--- src/rtl/core/strided_broadcast_tile_index_generator_macros.svh ---
// Assertion helper macros for the tile index generator
`ifndef STRIDED_BROADCAST_TILE_INDEX_GENERATOR_MACROS_SVH
`define STRIDED_BROADCAST_TILE_INDEX_GENERATOR_MACROS_SVH

// Implication checked every cycle outside reset
`define SBT_ASSERT_IMP(label, ante, cons, msg) \
  label: assert property (@(posedge clk) disable iff (rst) (ante) |-> (cons)) \
    else $error(msg);

// Implication checked in the cycle after the antecedent
`define SBT_ASSERT_NEXT(label, ante, cons, msg) \
  label: assert property (@(posedge clk) disable iff (rst) (ante) |=> (cons)) \
    else $error(msg);

`endif

--- src/rtl/core/sbtig_pkg.sv ---
// ----------------------------------------------------------------------------
// sbtig_pkg
// Shared types and constants of the strided broadcast tile index generator.
// ----------------------------------------------------------------------------
`default_nettype none
package sbtig_pkg;
  localparam int IDX_W  = 32;
  localparam int DIM_W  = 16;
  localparam int PLN_W  = 24;
  localparam int CFG_IW = 3;
  localparam int QDEPTH = 2;

  typedef enum logic [CFG_IW-1:0] {
    REG_OUTER_STRIDE = 3'd0, REG_DEPTH_STRIDE = 3'd1, REG_BATCH_STRIDE = 3'd2,
    REG_CHANNEL_STRIDE = 3'd3, REG_DEPTH_COUNT = 3'd4, REG_BATCH_COUNT = 3'd5,
    REG_CHANNEL_COUNT = 3'd6, REG_PLANE_TILES = 3'd7
  } reg_idx_t;

  typedef enum logic [1:0] {CMD_READ = 2'd0, CMD_WRITE = 2'd1, CMD_NONE = 2'd2}
    cmd_t;
  typedef enum logic [1:0] {PH_IDLE = 2'd0, PH_READ = 2'd1, PH_WRITE = 2'd2} phase_t;
  typedef enum logic [2:0] {
    FS_IDLE, FS_DIV, FS_MUL, FS_SUM, FS_PUSH
  } fstate_t;

  // live configuration
  typedef struct packed {
    logic [IDX_W-1:0] outer_stride;
    logic [IDX_W-1:0] depth_stride;
    logic [IDX_W-1:0] batch_stride;
    logic [IDX_W-1:0] channel_stride;
    logic [DIM_W-1:0] depth_count;
    logic [DIM_W-1:0] batch_count;
    logic [DIM_W-1:0] channel_count;
    logic [PLN_W-1:0] plane_tiles;
  } cfg_t;

  // queue entry from front to back: a classified item
  typedef struct packed {
    logic             is_start;
    logic             live;       // start leaves a running job
    logic [IDX_W-1:0] src;
    logic [DIM_W-1:0] outer_i;
    logic [DIM_W-1:0] depth_i;
    logic [DIM_W-1:0] batch_i;
    logic [DIM_W-1:0] chan_i;
    logic [PLN_W-1:0] plane_i;
    logic [IDX_W-1:0] start_tile;
    logic [IDX_W-1:0] total;
    logic [DIM_W-1:0] outer_tot;
  } job_t;

  typedef struct packed {
    logic [1:0]       command;
    logic [IDX_W-1:0] tile_index;
    logic             last;
  } res_t;
endpackage
`default_nettype wire

--- src/rtl/core/sbtig_back.sv ---
// ----------------------------------------------------------------------------
// sbtig_back
// Executes queued items: read/write sequencing and stride carries.
// ----------------------------------------------------------------------------
`default_nettype none
module sbtig_back (
  input  wire logic            clk,
  input  wire logic            rst,
  input  wire sbtig_pkg::cfg_t cfg,
  input  wire logic            q_valid,
  output logic                 q_ready,
  input  wire sbtig_pkg::job_t q_data,
  output logic                 out_valid,
  input  wire logic            out_ready,
  output sbtig_pkg::res_t      out_data
);
  import sbtig_pkg::*;

  phase_t phase;
  logic [IDX_W-1:0] src, wr, st, tot;
  logic [DIM_W-1:0] oi, di, bi, ci, ot;
  logic [PLN_W-1:0] pi;
  logic [DIM_W-1:0] dc, bc, cc;
  logic [PLN_W-1:0] pt;
  logic [IDX_W-1:0] wr_n;
  logic [PLN_W-1:0] pi_n;
  logic cnt_end, pl_end, shp_end;
  // pending carry: 0 none, else deferred correction level
  logic [2:0] carry;
  logic [IDX_W-1:0] corr;

  assign dc = (cfg.depth_count == '0) ? DIM_W'(1) : cfg.depth_count;
  assign bc = (cfg.batch_count == '0) ? DIM_W'(1) : cfg.batch_count;
  assign cc = (cfg.channel_count == '0) ? DIM_W'(1) : cfg.channel_count;
  assign pt = (cfg.plane_tiles == '0) ? PLN_W'(1) : cfg.plane_tiles;
  assign wr_n = wr + 1'b1;
  assign pi_n = pi + 1'b1;
  assign cnt_end = wr_n == tot;
  assign pl_end  = pi_n >= pt;
  assign shp_end = pl_end && ({1'b0, ci} + 1'b1 >= {1'b0, cc})
                 && ({1'b0, bi} + 1'b1 >= {1'b0, bc})
                 && ({1'b0, di} + 1'b1 >= {1'b0, dc})
                 && ({1'b0, oi} + 1'b1 >= {1'b0, ot});

  // correction product for a carry into a higher dimension, one per cycle
  always_comb begin
    unique case (carry)
      3'd1:    corr = cfg.channel_stride * IDX_W'(cc);
      3'd2:    corr = cfg.batch_stride * IDX_W'(bc);
      3'd3:    corr = cfg.depth_stride * IDX_W'(dc);
      default: corr = '0;
    endcase
  end

  assign q_ready = (!out_valid || out_ready) && (carry == 3'd0);

  always_ff @(posedge clk) begin
    if (rst) begin
      phase <= PH_IDLE;
      out_valid <= 1'b0;
      carry <= 3'd0;
      src <= '0; wr <= '0; st <= '0; tot <= '0; ot <= '0;
      oi <= '0; di <= '0; bi <= '0; ci <= '0; pi <= '0;
    end else begin
      if (out_valid && out_ready) out_valid <= 1'b0;
      if (carry != 3'd0) begin
        // finish the multi-level carry before the next beat
        priority if (carry == 3'd1 && ci == cc) begin
          ci <= '0; bi <= bi + 1'b1; src <= src - corr + cfg.batch_stride;
          carry <= ((bi + 1'b1) < bc) ? 3'd0 : 3'd2;
        end else if (carry == 3'd2) begin
          bi <= '0; di <= di + 1'b1; src <= src - corr + cfg.depth_stride;
          carry <= ((di + 1'b1) < dc) ? 3'd0 : 3'd3;
        end else if (carry == 3'd3) begin
          di <= '0; oi <= oi + 1'b1; src <= src - corr + cfg.outer_stride;
          carry <= 3'd0;
        end else begin
          carry <= 3'd0;
        end
      end else if (q_valid && q_ready) begin
        out_valid <= 1'b1;
        out_data.command <= CMD_NONE;
        out_data.tile_index <= '0;
        out_data.last <= 1'b0;
        if (q_data.is_start) begin
          src <= q_data.src; oi <= q_data.outer_i; di <= q_data.depth_i;
          bi <= q_data.batch_i; ci <= q_data.chan_i; pi <= q_data.plane_i;
          st <= q_data.start_tile; tot <= q_data.total; ot <= q_data.outer_tot;
          wr <= '0;
          phase <= q_data.live ? PH_READ : PH_IDLE;
        end else begin
          unique case (phase)
            PH_READ: begin
              out_data.command <= CMD_READ;
              out_data.tile_index <= src;
              phase <= PH_WRITE;
            end
            PH_WRITE: begin
              out_data.command <= CMD_WRITE;
              out_data.tile_index <= st + wr;
              out_data.last <= cnt_end || shp_end;
              wr <= wr_n; pi <= pi_n;
              if (cnt_end || shp_end) begin
                phase <= PH_IDLE;
              end else if (pl_end) begin
                pi <= '0;
                src <= src + cfg.channel_stride;
                phase <= PH_READ;
                ci <= ci + 1'b1;
                if ({1'b0, ci} + 1'b1 >= {1'b0, cc}) carry <= 3'd1;
              end
            end
            default: ;
          endcase
        end
      end
    end
  end

  `include "strided_broadcast_tile_index_generator_macros.svh"
  `SBT_ASSERT_IMP(a_no_take_in_carry, carry != 3'd0, !q_ready, "beat taken during carry")
  `SBT_ASSERT_IMP(a_last_is_write, out_valid && out_data.last, out_data.command == CMD_WRITE, "last on non-write")
  `SBT_ASSERT_NEXT(a_last_idles, q_valid && q_ready && !q_data.is_start && phase == PH_WRITE && (cnt_end || shp_end), phase == PH_IDLE, "job did not end")
endmodule
`default_nettype wire

--- config.mk ---
export PLATFORM = sky130hd
export DESIGN_NAME = sbtig_back
export DESIGN_NICKNAME = d
export VERILOG_FILES = /design/src/rtl/core/sbtig_pkg.sv /design/src/rtl/core/sbtig_back.sv
export VERILOG_INCLUDE_DIRS = /design/src /design/src/rtl/core
export SDC_FILE = /design/constraint.sdc
export NUM_CORES = 2
export LEC_CHECK = 0
export ABC_AREA = 0
export CAP_MARGIN = 20
export CORE_UTILIZATION = 59
export CTS_BUF_LIST = sky130_fd_sc_hd__clkbuf_16
export DETAILED_ROUTE_END_ITERATION = 10
export DONT_BUFFER_PORTS = 1
export GPL_ROUTABILITY_DRIVEN = 1
export HOLD_SLACK_MARGIN = 0.1
export PLACE_DENSITY_LB_ADDON = 0.25
export SYNTH_ARGS = -nofsm -noshare
export SYNTH_HDL_FRONTEND = slang
export SYNTH_SLANG_ARGS = --single-unit
--- constraint.sdc ---
create_clock -name clk -period 21.9 [get_ports clk]
set_input_delay 1.095 -clock clk [delete_from_list [all_inputs] [get_ports clk]]
set_output_delay 1.095 -clock clk [all_outputs]
set_load 0.005 [all_outputs]
## Word-level counts from Yosys, hierarchy flattened

Index checks and enable logic that the tools add are counted.

| word-level totals | value |
|---|---|
| flip-flop bits (word level) | 273 |
| input port bits | 406 |
| output and inout port bits | 37 |
| logic and storage cells | 164 |

| operators by class | value |
|---|---|
| $add $sub $neg | 16 |
| multiply operators | 3 |
| $lt $le $gt $ge | 7 |
| equal/unequal tests | 18 |
| multiplexer cells | 64 |
| bitwise operators | 3 |
| reduce and logical (&&, ||, !) cells | 37 |

Operators by type and width:

| kind | number |
|---|---|
| two-way mux 16 bit | 27 |
| two-way mux 32 bit | 11 |
| adder 32 bit | 5 |
| two-way mux 24 bit | 5 |
| multiplier 32 x 16 -> 32 bit | 3 |
| one-hot mux 32 bit (3 select lines) | 1 |
| adder 16 x 1 -> 17 bit, second input constant | 4 |
| >= comparator 17 x 16 -> 1 bit | 4 |
| one-hot mux 34 bit (2 select lines) | 1 |
| adder 16 x 1 -> 16 bit, second input constant | 4 |
| zero test 16 bit | 3 |
| adder 32 x 1 -> 32 bit, second input constant | 1 |
| equality test 32 bit | 1 |
| < comparator 16 bit | 2 |
| subtractor 32 bit | 1 |
| adder 24 x 1 -> 24 bit, second input constant | 1 |
| >= comparator 24 bit | 1 |
| zero test 24 bit | 1 |
| two-way mux 3 bit | 7 |
| equality test 16 bit | 1 |
| AND reduction 5 bit | 3 |
| two-way mux 2 bit | 7 |
| AND reduction 3 bit | 4 |
| nonzero test 2 bit | 6 |
| other kinds (21) | 44 |

## Longest topological paths before layout

| logic depth | value |
|---|---|
| depth after elaboration | 13 |
| mapped depth | 50 |
| mapped depth without buffers | 48 |

## Worst setup path after synthesis

No wires, ideal clock.

| timing path | value |
|---|---|
| kind | input-to-reg |
| start | input cfg[31] in the netlist's numbering |
| end | register src[31] |
| library setup time | 0.136 ns |
| arrival time | 10.751 ns |
| required time | 21.764 ns |
| setup slack | 11.013 ns |
| cell stages on the path | 45 |
| buffers on the path | 2 |
| path through | clkbuf_1 clkbuf_1 nand2_1 fa_1 inv_1 fa_1 inv_1 fa_1 inv_1 fa_1 fa_1 inv_1 fa_1 inv_1 ha_1 and3_1 a221oi_1 nor2_1 [9 not listed] a21o_1 a41oi_1 o21ai_0 o21a_1 nor2_1 xnor2_1 ha_1 a21oi_1 nor2_1 a211oi_1 o31ai_1 and2_1 and3_1 o22ai_1 xnor2_1 and2_1 o21ai_0 a311oi_2 |

| on the way | value |
|---|---|
| cells in the longest elaborated chain, start to end | 10 |
| elaborated cells on any way between the ends | 23 |
| those cells by class | 4 x add/sub; 1 x mul; 1 x order compare; 3 x eq/ne; 6 x mux; 8 x reduce/logical |

Ends and longest elaborated chain:

| item | RTL line | source |
|---|---|---|
| from (decl) | sbtig_back.sv:9 | `input wire sbtig_pkg::cfg_t cfg,` |
| zero test 16 bit | sbtig_back.sv:34 | `assign cc = (cfg.channel_count == '0) ? DIM_W'(1) : cfg.channel_count;` |
| two-way mux 16 bit (*) | sbtig_back.sv:34 |  |
| multiplier 32 x 16 -> 32 bit or >= comparator 17 x 16 -> 1 bit (tied branches) | sbtig_back.sv:48, sbtig_back.sv:40 |  |
| one-hot mux 32 bit (3 select lines) or logical AND 1 bit (tied branches) | sbtig_back.sv:47, sbtig_back.sv:40 |  |
| subtractor 32 bit or logical AND 1 bit (tied branches) | - |  |
| adder 32 bit or logical AND 1 bit (tied branches) | sbtig_back.sv:75, sbtig_back.sv:42 |  |
| two-way mux 32 bit or logical AND 1 bit (tied branches) | sbtig_back.sv:74, sbtig_back.sv:43 |  |
| two-way mux 32 bit or logical OR 1 bit (tied branches) | sbtig_back.sv:71, sbtig_back.sv:103 |  |
| two-way mux 32 bit or != test 3 bit (tied branches) | - |  |
| two-way mux 32 bit or AND reduction 5 bit (tied branches) | - |  |
| to (signal assigned) | sbtig_back.sv:86 | `src <= q_data.src; oi <= q_data.outer_i; di <= q_data.depth_i;` |
| to (signal assigned) | sbtig_back.sv:107 | `src <= src + cfg.channel_stride;` |
| to (decl) | sbtig_back.sv:20 | `logic [IDX_W-1:0] src, wr, st, tot;` |

Mark *: on every way between the ends. The rest lies on a longest branch, timed or not. The select of a mux whose other input is x is not followed.
A chain may end at the register's enable or synchronous reset.

## Worst setup path in the final report

| timing path | value |
|---|---|
| start | input cfg[82] in the netlist's numbering |
| end | register src[31] |

| on the way | value |
|---|---|
| cells in the longest elaborated chain, start to end | 8 |
| elaborated cells on any way between the ends | 16 |
| those cells by class | 5 x add/sub; 1 x mul; 10 x mux |

Ends and longest elaborated chain:

| item | RTL line | source |
|---|---|---|
| multiplier 32 x 16 -> 32 bit | sbtig_back.sv:48 | `3'd1: corr = cfg.channel_stride * IDX_W'(cc);` |
| one-hot mux 32 bit (3 select lines) | sbtig_back.sv:47 | `unique case (carry)` |
| subtractor 32 bit | sbtig_back.sv:69, sbtig_back.sv:72, sbtig_back.sv:75 |  |
| adder 32 bit | sbtig_back.sv:75 | `di <= '0; oi <= oi + 1'b1; src <= src - corr + cfg.outer_stride;` |
| two-way mux 32 bit | sbtig_back.sv:74 | `end else if (carry == 3'd3) begin` |
| two-way mux 32 bit | sbtig_back.sv:71 | `end else if (carry == 3'd2) begin` |
| two-way mux 32 bit | sbtig_back.sv:68 | `priority if (carry == 3'd1 && ci == cc) begin` |
| two-way mux 32 bit (*) | sbtig_back.sv:66 | `if (carry != 3'd0) begin` |

Marks and branches as above.

==> metrics <==
Starting DRT DRC Count 4742; die height 315 um; largest net degree at the start of global routing 239; largest cells by area after synthesis fa_1 (32%), ha_1 (9.2%), dfxtp_1 (8.2%); min Tclk post-route 10.86 ns; Post-Syn Area 0.0577 mm2; Data arrival, critical path 11.32 ns; # setup viols final 0; Critical Path Max Stage Delay 0.55 ns; initial antenna violation count 26; Final period util 49.6%; final worst slack 11.04 ns; initial cell density of the core 59.6%; H-tree levels 1; worst hold path class reg -> reg; placed insts 8046; Max Fclk 92.0 MHz; syn_area_per_cell 8.11 um2; maximum VDD drop 0.248 mV; vias per cell 6.08; Root Driver clkbuf_16; Rel. slew slack 24.5%; largest area contributor in the netlist fa_1; Slew Limit Fails 0; async set-or-reset flop fraction in the synthesized netlist 0%; Placement Setup Slack 10.51 ns; Worst setup EP type register; count leader, synth nand2_1; Min Hold Slack 0.455 ns; setup bufs post-CTS 0; vias in the first global route 49892; die extent in x 315 um; Power Dens Cells 173 mW/mm2; cell mode on critical path fa_1; Nets 8546; storage element area 0.00580 mm2; post-synth top area share 31.8%; P_leak 0.0274 uW; Tot Pwr 10200 uW; Core Region 0.0969 mm2; Area growth, synth to finish 2.28%; row count 114; Filler cells 8664; register area share after synthesis 10.0%; CTS tree built; Yosys warning count 0; Non-Filler Instances 8124; Avg WL per Cell 22.9 um; status finished with violations; layout cell share with drive strength beyond 1 1.71%; RSZ-0062 raised after global routing false; CP Launch Type input port; Post-Synthesis Cells 7123; CTS max path bufs 3; Crit Path Class in -> reg; first drt pass iteration count 11; CTS sink count 272; first-pass GRT wire length 288 mm; die area 0.0991 mm2; CTS Hold Bufs 0; Synth Net Count 8868; Post-synth EDFFs 35; GRT Total Usage 37.6%; Yosys cell types 89; setup TNS 0 ns; Final Hold Vio Count 0; synthesized flop and latch total 272; grt total ovfl 0; failing checks design-rule violations; port buffer count 0; number of routed nets with antenna violations 0; DR vias 49425; Worst-path clk slew 0.06 ns; Crit path required time 22.36 ns; post_cts resized 0; Post-synth top cells nand2_1 (1182), inv_1 (1138), fa_1 (916), and2_1 (429), ha_1 (423); multi-input logic area 0.0463 mm2; Final Wtd Congestion 1.07; Clk Latency, worst-skew pair 0.59 ns; Max-Cap Viols 0; DP HPWL 145 mm; IO Count 443; Top FF cell, synth dfxtp_1; Post-Route WL 186 mm; CTS buffer count 29; Clock Skews 0.0180 ns; DRC errors left 66; critical path peak fanout 17; Worst Tran Pin Value 1.12 ns; critical path's slowest cell fa_1
-- final timing paths --
check                               from  endpoint  slack, ns  cells after the start
worst max register to register  carry[0]   src[30]      14.11                     31
worst min register to register     ot[7]     ot[7]       0.45                      2
worst min-delay path               ot[7]     ot[7]       0.45                      2
worst max-delay path             cfg[82]   src[31]      11.04                     42
-- critical path: cells and delay by family --
kind	cells	cell delay [ns]
buffers and inverters	4	0.21
AO/OA/AOI/OAI	16	3.83
XOR/XNOR	3	0.44
AND/OR/NAND/NOR	10	1.70
adder cells (fa/ha/maj)	9	4.03
-- area by class of cell --
class                           instances  share of cell area, %
Antenna cell                           25                  0.106
Clock buffer                           29                   1.23
Clock inverter                         24                  0.288
Inverter                             1139                   7.24
Multi-Input combinational cell       5337                   78.3
Sequential cell                       272                   9.81
Tap cell                             1276                   2.70
Timing Repair Buffer                   22                  0.280
-- report_power, final --
group / switching [uW] / total [uW] / internal (uW)
logic: 5600 / 9160 / 3560
clock network: 223 / 478 / 255
registers: 31.1 / 559 / 528
-- metrics by stage --
| step | util, % | instance area [um2] |
|---|---|---|
| 3_5_place_dp | 60.0 | 58100 |
| 5_1_grt | 61.0 | 59000 |
| 4_1_cts | 60.9 | 59000 |
| 2_1_floorplan | - | 57700 |
| 6_report | 61.0 | 59100 |
| 3_3_place_gp | 60.0 | 58100 |
-- flip-flops by register name, summed over array words and instances (netlist names) --
register,cells
out_data,35
src,32
st,32
tot,32
wr,32
pi,24
bi,16
ci,16
di,16
oi,16
ot,16
carry,2
phase,2
out_valid,1
-- cell usage in the layout, fill, tap and decap left out, drive strengths merged, types with 13 or more instances in the layout --
| cell type | count |
|---|---|
| buf | 22 |
| o21a | 39 |
| nor2b | 50 |
| o21bai | 18 |
| a311oi | 24 |
| nand2 | 1182 |
| o31ai | 15 |
| a211oi | 57 |
| o21ai | 180 |
| clkbuf | 29 |
| a21oi | 367 |
| nor3 | 74 |
| diode | 25 |
| a31oi | 22 |
| xor2 | 128 |
| ha | 423 |
| nand2b | 53 |
| nand4 | 45 |
| xnor2 | 270 |
| or2 | 23 |
| nand3 | 83 |
| and3 | 57 |
| dfxtp | 237 |
| nor4 | 30 |
| or3 | 13 |
| a21o | 112 |
| edfxtp | 35 |
| a222oi | 13 |
| o211ai | 51 |
| a32o | 15 |
| mux2i | 41 |
| nor2 | 359 |
| a22oi | 75 |
| inv | 1145 |
| and2 | 431 |
| a221oi | 15 |
| clkinv | 13 |
| fa | 916 |
-- kinds of logic (layout without fill, tap and decap cells) --
family | Yosys count | count (layout) | share of synthesized area, %
buf+inv | 1514 | 1214 | 9.91
simple gates | 2438 | 2438 | 19.7
compound gates | 1121 | 1121 | 12.7
xor+xnor | 398 | 398 | 6.04
fa+ha+maj | 1339 | 1339 | 40.9
mux | 41 | 41 | 0.711
flops | 272 | 272 | 10.0
other cells | 0 | 25 | 0
-- metal layers --
| layer | part of all wire, % | GRT usage, % |
|---|---|---|
| met5 | 0.050 | 0 |
| met4 | 6.0 | 20.1 |
| met3 | 11 | 7.80 |
| met2 | 45 | 58.3 |
| met1 | 39 | 49.5 |
Note: power is estimated with default switching activity, not from simulation.
