`src/rtl/core/strided_broadcast_tile_index_generator_macros.svh`:
```
// Assertion helper macros for the tile index generator
`ifndef STRIDED_BROADCAST_TILE_INDEX_GENERATOR_MACROS_SVH
`define STRIDED_BROADCAST_TILE_INDEX_GENERATOR_MACROS_SVH

// Implication checked every cycle outside reset
`define SBT_ASSERT_IMP(label, ante, cons, msg) \
  label: assert property (@(posedge clk) disable iff (rst) (ante) |-> (cons)) \
    else $error(msg);

// Implication checked in the cycle after the antecedent
`define SBT_ASSERT_NEXT(label, ante, cons, msg) \
  label: assert property (@(posedge clk) disable iff (rst) (ante) |=> (cons)) \
    else $error(msg);

`endif

```
`src/rtl/core/sbtig_pkg.sv`:
```
// ----------------------------------------------------------------------------
// sbtig_pkg
// Shared types and constants of the strided broadcast tile index generator.
// ----------------------------------------------------------------------------
`default_nettype none
package sbtig_pkg;
  localparam int IDX_W  = 32;
  localparam int DIM_W  = 16;
  localparam int PLN_W  = 24;
  localparam int CFG_IW = 3;
  localparam int QDEPTH = 2;

  typedef enum logic [CFG_IW-1:0] {
    REG_OUTER_STRIDE = 3'd0, REG_DEPTH_STRIDE = 3'd1, REG_BATCH_STRIDE = 3'd2,
    REG_CHANNEL_STRIDE = 3'd3, REG_DEPTH_COUNT = 3'd4, REG_BATCH_COUNT = 3'd5,
    REG_CHANNEL_COUNT = 3'd6, REG_PLANE_TILES = 3'd7
  } reg_idx_t;

  typedef enum logic [1:0] {CMD_READ = 2'd0, CMD_WRITE = 2'd1, CMD_NONE = 2'd2}
    cmd_t;
  typedef enum logic [1:0] {PH_IDLE = 2'd0, PH_READ = 2'd1, PH_WRITE = 2'd2} phase_t;
  typedef enum logic [2:0] {
    FS_IDLE, FS_DIV, FS_MUL, FS_SUM, FS_PUSH
  } fstate_t;

  // live configuration
  typedef struct packed {
    logic [IDX_W-1:0] outer_stride;
    logic [IDX_W-1:0] depth_stride;
    logic [IDX_W-1:0] batch_stride;
    logic [IDX_W-1:0] channel_stride;
    logic [DIM_W-1:0] depth_count;
    logic [DIM_W-1:0] batch_count;
    logic [DIM_W-1:0] channel_count;
    logic [PLN_W-1:0] plane_tiles;
  } cfg_t;

  // queue entry from front to back: a classified item
  typedef struct packed {
    logic             is_start;
    logic             live;       // start leaves a running job
    logic [IDX_W-1:0] src;
    logic [DIM_W-1:0] outer_i;
    logic [DIM_W-1:0] depth_i;
    logic [DIM_W-1:0] batch_i;
    logic [DIM_W-1:0] chan_i;
    logic [PLN_W-1:0] plane_i;
    logic [IDX_W-1:0] start_tile;
    logic [IDX_W-1:0] total;
    logic [DIM_W-1:0] outer_tot;
  } job_t;

  typedef struct packed {
    logic [1:0]       command;
    logic [IDX_W-1:0] tile_index;
    logic             last;
  } res_t;
endpackage
`default_nettype wire

```
`src/rtl/core/sbtig_divider.sv`:
```
// ----------------------------------------------------------------------------
// sbtig_divider
// Radix-2 restoring divider, 32-bit dividend by 24-bit divisor, one bit/cycle.
// ----------------------------------------------------------------------------
`default_nettype none
module sbtig_divider (
  input  wire logic                       clk,
  input  wire logic                       rst,
  input  wire logic                       go,
  input  wire logic [sbtig_pkg::IDX_W-1:0] dividend,
  input  wire logic [sbtig_pkg::PLN_W-1:0] divisor,
  output logic                            done,
  output logic [sbtig_pkg::IDX_W-1:0]      quot,
  output logic [sbtig_pkg::PLN_W-1:0]      rem
);
  import sbtig_pkg::*;
  localparam int CW = $clog2(IDX_W + 1);

  logic [CW-1:0]    cnt;
  logic             busy;
  logic [PLN_W:0]   r;
  logic [PLN_W:0]   trial;
  logic [PLN_W-1:0] dv;

  assign trial = {r[PLN_W-1:0], quot[IDX_W-1]} - {1'b0, dv};

  // one quotient bit per cycle
  always_ff @(posedge clk) begin
    if (rst) begin
      busy <= 1'b0;
      done <= 1'b0;
      cnt  <= '0;
    end else begin
      done <= 1'b0;
      if (go) begin
        busy <= 1'b1;
        cnt  <= CW'(IDX_W);
        quot <= dividend;
        r    <= '0;
        dv   <= divisor;
      end else if (busy) begin
        if (trial[PLN_W]) begin
          r    <= {r[PLN_W-1:0], quot[IDX_W-1]};
          quot <= {quot[IDX_W-2:0], 1'b0};
        end else begin
          r    <= trial;
          quot <= {quot[IDX_W-2:0], 1'b1};
        end
        cnt <= cnt - 1'b1;
        if (cnt == CW'(1)) begin
          busy <= 1'b0;
          done <= 1'b1;
        end
      end
    end
  end
  assign rem = r[PLN_W-1:0];
endmodule
`default_nettype wire

```
`src/rtl/core/sbtig_front.sv`:
```
// ----------------------------------------------------------------------------
// sbtig_front
// Accepts input beats; splits start tiles and forms the source offset.
// ----------------------------------------------------------------------------
`default_nettype none
module sbtig_front (
  input  wire logic                         clk,
  input  wire logic                         rst,
  input  wire sbtig_pkg::cfg_t              cfg,
  input  wire logic                         in_valid,
  output logic                              in_ready,
  input  wire logic                         in_kind,
  input  wire logic [sbtig_pkg::IDX_W-1:0]  in_first,
  input  wire logic [sbtig_pkg::IDX_W-1:0]  in_total,
  input  wire logic [sbtig_pkg::DIM_W-1:0]  in_outer,
  output logic                              q_valid,
  input  wire logic                         q_ready,
  output sbtig_pkg::job_t                   q_data
);
  import sbtig_pkg::*;

  fstate_t state, state_next;
  job_t    job;
  logic [2:0] step;
  logic [IDX_W-1:0] num, prod;
  logic [PLN_W-1:0] den;
  logic [IDX_W-1:0] p_out, p_dep, p_bat, p_chn;
  logic [DIM_W-1:0] sdc, sbc, scc;
  logic [PLN_W-1:0] spt;
  logic [IDX_W-1:0] s_nd;
  logic div_go, div_start, div_done;
  logic [IDX_W-1:0] dq;
  logic [PLN_W-1:0] dr;
  logic [1:0] mstep;

  // divider is started by the registered request, once num, step and counts settle
  sbtig_divider u_div (
    .clk(clk), .rst(rst), .go(div_start), .dividend(num), .divisor(den),
    .done(div_done), .quot(dq), .rem(dr)
  );

  // divisor for each split step, zero counts act as one
  always_comb begin
    unique case (step)
      3'd0:    den = (spt == '0) ? PLN_W'(1) : spt;
      3'd1:    den = PLN_W'((scc == '0) ? DIM_W'(1) : scc);
      3'd2:    den = PLN_W'((sbc == '0) ? DIM_W'(1) : sbc);
      default: den = PLN_W'((sdc == '0) ? DIM_W'(1) : sdc);
    endcase
  end

  // one stride product per cycle
  always_comb begin
    unique case (mstep)
      2'd0:    prod = s_nd * cfg.outer_stride;
      2'd1:    prod = IDX_W'(job.depth_i) * cfg.depth_stride;
      2'd2:    prod = IDX_W'(job.batch_i) * cfg.batch_stride;
      default: prod = IDX_W'(job.chan_i) * cfg.channel_stride;
    endcase
  end

  assign in_ready = (state == FS_IDLE) && !(q_valid && !q_ready);
  assign q_data   = job;

  // state register and delayed divider start
  always_ff @(posedge clk) begin
    if (rst) begin
      state     <= FS_IDLE;
      div_start <= 1'b0;
    end else begin
      state     <= state_next;
      div_start <= div_go;
    end
  end

  // next state
  always_comb begin
    state_next = state;
    div_go = 1'b0;
    unique case (state)
      FS_IDLE: if (in_valid && in_ready && !in_kind) begin
        state_next = FS_DIV;
        div_go = 1'b1;
      end
      FS_DIV:  if (div_done) begin
        if (step == 3'd3) state_next = FS_MUL;
        else div_go = 1'b1;
      end
      FS_MUL:  if (mstep == 2'd3) state_next = FS_SUM;
      FS_SUM:  state_next = FS_PUSH;
      FS_PUSH: if (!q_valid || q_ready) state_next = FS_IDLE;
      default: state_next = FS_IDLE;
    endcase
  end

  // datapath and queue output register
  always_ff @(posedge clk) begin
    if (rst) begin
      q_valid <= 1'b0;
    end else begin
      if (q_valid && q_ready) q_valid <= 1'b0;
      unique case (state)
        FS_IDLE: if (in_valid && in_ready) begin
          if (in_kind) begin
            job.is_start <= 1'b0;
            q_valid <= 1'b1;
          end else begin
            sdc <= cfg.depth_count; sbc <= cfg.batch_count;
            scc <= cfg.channel_count; spt <= cfg.plane_tiles;
            job.start_tile <= in_first; job.total <= in_total;
            job.outer_tot <= in_outer;
            num <= in_first; step <= 3'd0; job.src <= '0;
          end
        end
        FS_DIV: if (div_done) begin
          unique case (step)
            3'd0:    job.plane_i <= dr;
            3'd1:    job.chan_i  <= dr[DIM_W-1:0];
            3'd2:    job.batch_i <= dr[DIM_W-1:0];
            default: begin
              job.depth_i <= dr[DIM_W-1:0];
              s_nd <= dq;
            end
          endcase
          num <= dq; step <= step + 3'd1; mstep <= 2'd0;
        end
        FS_MUL: begin
          job.src <= job.src + prod;
          mstep <= mstep + 2'd1;
        end
        FS_SUM: begin
          job.outer_i  <= s_nd[DIM_W-1:0];
          job.is_start <= 1'b1;
          job.live <= (job.total != '0) && (s_nd < IDX_W'(job.outer_tot));
        end
        FS_PUSH: if (!q_valid || q_ready) q_valid <= 1'b1;
        default: ;
      endcase
    end
  end

  `include "strided_broadcast_tile_index_generator_macros.svh"
  `SBT_ASSERT_IMP(a_div_only_busy, div_done, state == FS_DIV, "divider done outside split")
  `SBT_ASSERT_IMP(a_no_accept_busy, state != FS_IDLE, !in_ready, "accept while splitting")
  `SBT_ASSERT_NEXT(a_push_valid, state == FS_PUSH && state_next == FS_IDLE, q_valid && q_data.is_start, "start not queued")
endmodule
`default_nettype wire

```
`config.mk`:
```
export PLATFORM = sky130hd
export DESIGN_NAME = sbtig_front
export DESIGN_NICKNAME = d
export VERILOG_FILES = /design/src/rtl/core/sbtig_pkg.sv /design/src/rtl/core/sbtig_divider.sv /design/src/rtl/core/sbtig_front.sv
export VERILOG_INCLUDE_DIRS = /design/src /design/src/rtl/core
export SDC_FILE = /design/constraint.sdc
export NUM_CORES = 2
export LEC_CHECK = 0
export ABC_AREA = 0
export BUFFER_PORTS_ARGS = -buffer_cell sky130_fd_sc_hd__buf_2
export CORE_MARGIN = 10
export CORE_UTILIZATION = 56
export DETAILED_ROUTE_END_ITERATION = 7
export PLACE_DENSITY_LB_ADDON = 0.15
export SLEW_MARGIN = 0
export SYNTH_ARGS = -nofsm -noshare
export SYNTH_HDL_FRONTEND = slang
export SYNTH_HIERARCHICAL = 1
export SYNTH_SLANG_ARGS = --single-unit
```
`constraint.sdc`:
```
create_clock -name clk -period 12 [get_ports clk]
set_clock_uncertainty 0.05 [all_clocks]
set_input_delay 0.6 -clock clk [delete_from_list [all_inputs] [get_ports clk]]
set_output_delay 0.6 -clock clk [all_outputs]
set_load 0.05 [all_outputs]
```
[After elaboration in Yosys (flattened, before gate mapping)]
Index checks and enable logic that the tools add are counted.
Widths: inputs -> output; s select.
Storage, ports and cells
  flip-flop bits (word level): 436
  latch bits: 0
  memory bits (writable): 0
  ROM bits: 0
  input port bits: 285
  logic and storage cells: 150
  memories kept: 0
Operators by class
  $add $sub $neg: 5
  multiply operators: 4
  div/mod/pow operators: 0
  $lt $le $gt $ge: 1
  equal/unequal tests: 19
  shift-type cells: 0
  multiplexer cells: 48
  bitwise logic cells: 4
  reductions and logical operators: 40
Operators with widths (count)
  $mux 32: 7
  $pmux 32 s2: 2
  $mul 16x32->32: 3
  $pmux 32 s3: 1
  $mux 24: 3
  $pmux 24 s3: 1
  $logic_not 16->1: 3
  $mux 16: 3
  $add 32x32->32: 1
  $lt 32x16->1: 1
  $mul 32x32->32: 1
  $reduce_bool 32->1: 1
  $reduce_and 4->1: 7
  $sub 25x24->25: 1
  $logic_not 24->1: 1
  $mux 3: 8
  $pmux 3 s5: 1
  $mux 1: 14
  $eq 3x2->1 const B: 4
  $mux 6: 2
  $ne 2x2->1 const B: 5
  $reduce_and 5->1: 2
  $reduce_bool 2->1: 5
  $eq 3x1->1 const B: 2
  other kinds (22): 42

[Depth between registers and ports, before layout]
  depth after elaboration: 8
  depth in mapped cells: 39
  depth with buffers taken out: 37

[Modules after synthesis]
Netlist, hierarchy kept.
By module, submodules not included
  sbtig_front: instances 1, cells each 6640, area an instance 63813.7 um2, seq. area each 10400.0 um2
  sbtig_divider: instances 1, cells each 412, area an instance 4842.1 um2, seq. area each 2562.5 um2

[Least setup slack after synthesis]
Ideal clock, no wire load.
  path type: input to register
  start: input port cfg[172] (netlist name)
  end: register job, in the netlist q_data[199], data pin
  data arrival time: 8906 ps
  required time: 11695 ps
  slack: 2790 ps
  stages: 38
  cells stage by stage: clkbuf_1 > clkbuf_1 > and2_1 > fa_1 > inv_1 > fa_1 > fa_1 > inv_1 > fa_1 > ha_1 > ha_1 > inv_1 > fa_1 > inv_1 > fa_1 > ha_1 > o21ai_0 > a21o_1 > [2 not listed] > nand2b_1 > a21oi_1 > o21ai_0 > a2111oi_0 > a41o_1 > a221oi_1 > a21oi_1 > ha_1 > clkbuf_1 > a41oi_1 > o21ai_0 > a221oi_1 > o31ai_1 > a21o_1 > a31oi_1 > o21ai_0 > xnor3_1 > and2_1
On the way
  word-level cells in the longest chain between the ends: 4
RTL lines
  start: declaration: RTL line sbtig_front.sv:9  | input wire sbtig_pkg::cfg_t cfg,
  $mul 32x32->32: RTL line sbtig_front.sv:55  | 2'd0: prod = s_nd * cfg.outer_stride;
  $pmux 32 s3: RTL line sbtig_front.sv:54  | unique case (mstep)
  $add 32x32->32: RTL line sbtig_front.sv:128  | job.src <= job.src + prod;
  $pmux 32 s2: RTL line sbtig_front.sv:102  | unique case (state)
  end: declaration: RTL line sbtig_front.sv:23  | job_t job;
No other way between the ends.
A chain may end at the register's enable or synchronous reset.

[Worst setup path after layout]
  start: register s_nd[7]
  end: register job, in the netlist q_data[199], data pin
On the way
  word-level cells in the longest chain between the ends: 4
RTL lines
  start: declaration: RTL line sbtig_front.sv:30  | logic [IDX_W-1:0] s_nd;
  start signal: assignment: RTL line sbtig_front.sv:122  | s_nd <= dq;
  $mul 32x32->32: RTL line sbtig_front.sv:55
  $pmux 32 s3: RTL line sbtig_front.sv:54
  $add 32x32->32: RTL line sbtig_front.sv:128
  $pmux 32 s2: RTL line sbtig_front.sv:102
No other way between the ends.

==> impl_metrics.csv <==
group,metric,value,unit
cells_and_area,syn2layout_area_growth,7.67,%
logic_synthesis,syn_avg_cell_area,9.74,um2
worst_setup_path,path_buf_inv,4,
clock_tree,numClockSinks,436,
worst_setup_path,crit_required,12.27,ns
worst_setup_path,crit_family,"adder cells",
status,status,"completed",
logic_synthesis,synth_top_area_share,0.385,
die,pin_count,489,
global_routing,antenna_found_initial,18,
logic_synthesis,yosysWarnings,6,
placed_design,dp.cells,8896,
cells_and_area,drive_above_1_share,0.0988,
clock_tree,clk_latency,0.61,ns
timing,drv_slew,0,
worst_setup_path,crit_slowest_cell,"edfxtp_1",
logic_synthesis,synth_fp_nets,9060,
placed_design,dpl-instance-area,72400,um2
timing,rsz0062_at_grt,"no",
worst_setup_path,end_kind,"flip-flop",
timing,fmax,94.8,MHz
route,ant_nets,0,
worst_setup_path,critical_path_peak_fanout,27,
clock_tree,tritoncts,"yes",
pwr,ir_drop,0.400,mV
global_routing,grt_pass1_vias,54067,
timing,relSlewSlack,0.196,
timing,finalHoldViolCount,0,
timing,finalSetupViolCount,0,
placed_design,gp_congestion,0.923,
placed_design,post-dp-hpwl,159000,um
pwr,p_per_area,269,nW/um2
logic_synthesis,synth_common_cells,"1434 x inv_1, 1322 x fa_1, 1258 x nand2_1",
clock_tree,cts_resized,0,
worst_setup_path,max_stage_delay,1.14,ns
min_path,hp-class,"in2reg",
logic_synthesis,async_flop_share,0,
worst_setup_path,worst_path_most_repeated_cell,"fa_1",
route,num_vias,50006,
route,vias_per_cell,5.56,
die,fp-row-count,128,
die,die_area,137000,um2
worst_setup_path,arrival,10.82,ns
logic_synthesis,syn_area,68700,um2
logic_synthesis,post-synth-top-area-cell,"fa_1",
pwr,leakage,34.9,nW
route,wl_per_cell,22.1,um
clock_tree,cts_buffers,46,
clock_tree,ctsHoldBuffers,0,
global_routing,grt_max_degree,88,
route,wl,199000,um
die,fp.dieW,370,um
timing,fin_crit,10.55,ns
route,drtIter0Drc,3688,
logic_synthesis,synth.area.top_cells,"fa_1 39%, edfxtp_1 19%, inv_1 7.8%",
clock_tree,cts_setup_buffers,0,
global_routing,overflow,0,
clock_tree,cts.reportedPaths.clkPinSlew,0.06,ns
clock_tree,htreeDepth,2,
logic_synthesis,yosysMostFrequentCell,"inv_1",
route,dr.pass1.iters,6,
logic_synthesis,ys_seq_area_frac,0.189,
timing,worst_slew_pin_slew,1.21,ns
logic_synthesis,yosys_register_bits,436,
logic_synthesis,ys.flop_type,"edfxtp_1",
die,coreArea,122000,um2
die,start_util,0.564,
timing,setup-tns-final,0,ns
clock_tree,clockBufferDepth,3,
cells_and_area,final_cell_area,73900,um2
route,drc_errors,0,
timing,finalCritPeriodShare,0.879,
global_routing,grt_usage,0.293,
logic_synthesis,synth_cell_types,83,
placed_design,io_buffers,488,
logic_synthesis,netlist_instances,7052,
cells_and_area,stdcell_count,8986,
logic_synthesis,synth_edf_count,423,
die,die_y,370,um
cells_and_area,fin_nets,9327,
worst_setup_path,timing_worst_setup_path_type,"reg2reg",
worst_setup_path,cp-start-kind,"flip-flop",
clock_tree,root_buffer,"clkbuf_16",
global_routing,grt_pass1_wl,312000,um
run,drv_cap,0,
## report_power, final
group | switching [mW] | leakage (nW) | internal (mW)
Combinational | 9.94 | 30.2 | 6.78
Sequential | 0.0313 | 3.96 | 1.71
Clock | 0.619 | 0.719 | 0.799
Total | 10.6 | 34.9 | 9.29
## area by class of cell
| class | instances | area [um2] |
|---|---|---|
| Antenna cell | 6 | 15.0 |
| Clock buffer | 54 | 1180 |
| Clock inverter | 30 | 308 |
| Fill cell | 10596 | 47800 |
| Inverter | 1434 | 5380 |
| Multi-Input combinational cell | 4848 | 49100 |
| Sequential cell | 436 | 13000 |
| Tap cell | 1625 | 2030 |
| Timing Repair Buffer | 553 | 2930 |
## flip-flops by register name, summed over array words and instances, names as in the netlist, 6 cells and up
| name | cells |
|---|---|
| sbc | 16 |
| q_data | 202 |
| num | 32 |
| u_div/dv | 24 |
| u_div/r | 24 |
| scc | 16 |
| s_nd | 32 |
| spt | 24 |
| u_div/cnt | 6 |
| sdc | 16 |
| u_div/quot | 32 |
## routing by layer
metal  global-route usage  share of wire  up-vias
met5                    0        0.00081        -
met4               0.0962          0.036       22
met3               0.0561          0.078      396
met2                0.500           0.50     1936
met1                0.375           0.39    25631
li1                     -              -    22021
## per-stage QoR
stage	worst slack [ns]	utilization	power, mW	hold slack [ns]
floorplan	2.79	-	13.4	0.390
global placement	1.86	0.595	18.1	0.413
detailed placement	1.54	0.595	18.2	0.412
CTS	1.49	0.607	19.8	0.0776
global route	0.803	0.607	21.6	0.0859
finish	1.45	0.607	19.9	0.114
## final timing paths
kind                                         startpoint                   endpoint  slack, ns  cells past startpoint
worst max-delay path                  s_nd[7]$_DFFE_PP_  q_data[199]$_SDFFCE_PN0P_       1.45                     35
worst min-delay path                       in_total[28]       q_data[44]$_DFFE_PP_       0.11                      1
worst max register to register        s_nd[7]$_DFFE_PP_  q_data[199]$_SDFFCE_PN0P_       1.45                     35
worst min register to register  u_div/quot[3]$_DFFE_PP_          s_nd[3]$_DFFE_PP_       0.43                      0
## cell usage in the layout, fill, tap and decap left out, types with 7 or more instances in the layout
master / n
nand2b_1: 30
clkbuf_1: 8
mux2i_1: 23
edfxtp_1: 423
a221oi_1: 8
mux2_2: 67
xnor2_1: 202
nand3_1: 40
clkinv_1: 11
o21a_1: 25
buf_2: 488
o31ai_1: 10
a222oi_1: 12
a21oi_1: 151
a21o_1: 78
and3_1: 13
buf_4: 65
nor3_1: 32
o21bai_1: 18
fa_1: 1322
inv_1: 1434
and2_1: 585
nand2_1: 1258
dfxtp_1: 12
a22oi_1: 10
nor2_1: 124
a221o_1: 15
xor2_1: 85
nor4_1: 30
a31oi_1: 15
a21boi_0: 7
ha_1: 400
a22o_1: 13
nor2b_1: 23
clkbuf_16: 46
or3_1: 8
o21ai_0: 95
a211oi_1: 22
nand4_1: 11
## logic make-up after synthesis
group,after synthesis,synth area share
and+or+nand+nor,2186,0.148
buffers and inverters,1768,0.0970
adders and majority gates,1723,0.459
AOI/OAI and AO/OA,558,0.0555
DFF,436,0.189
xor gates and xnor gates,290,0.0375
muxes,91,0.0145
No activity file was read; power rests on OpenSTA's default activity.
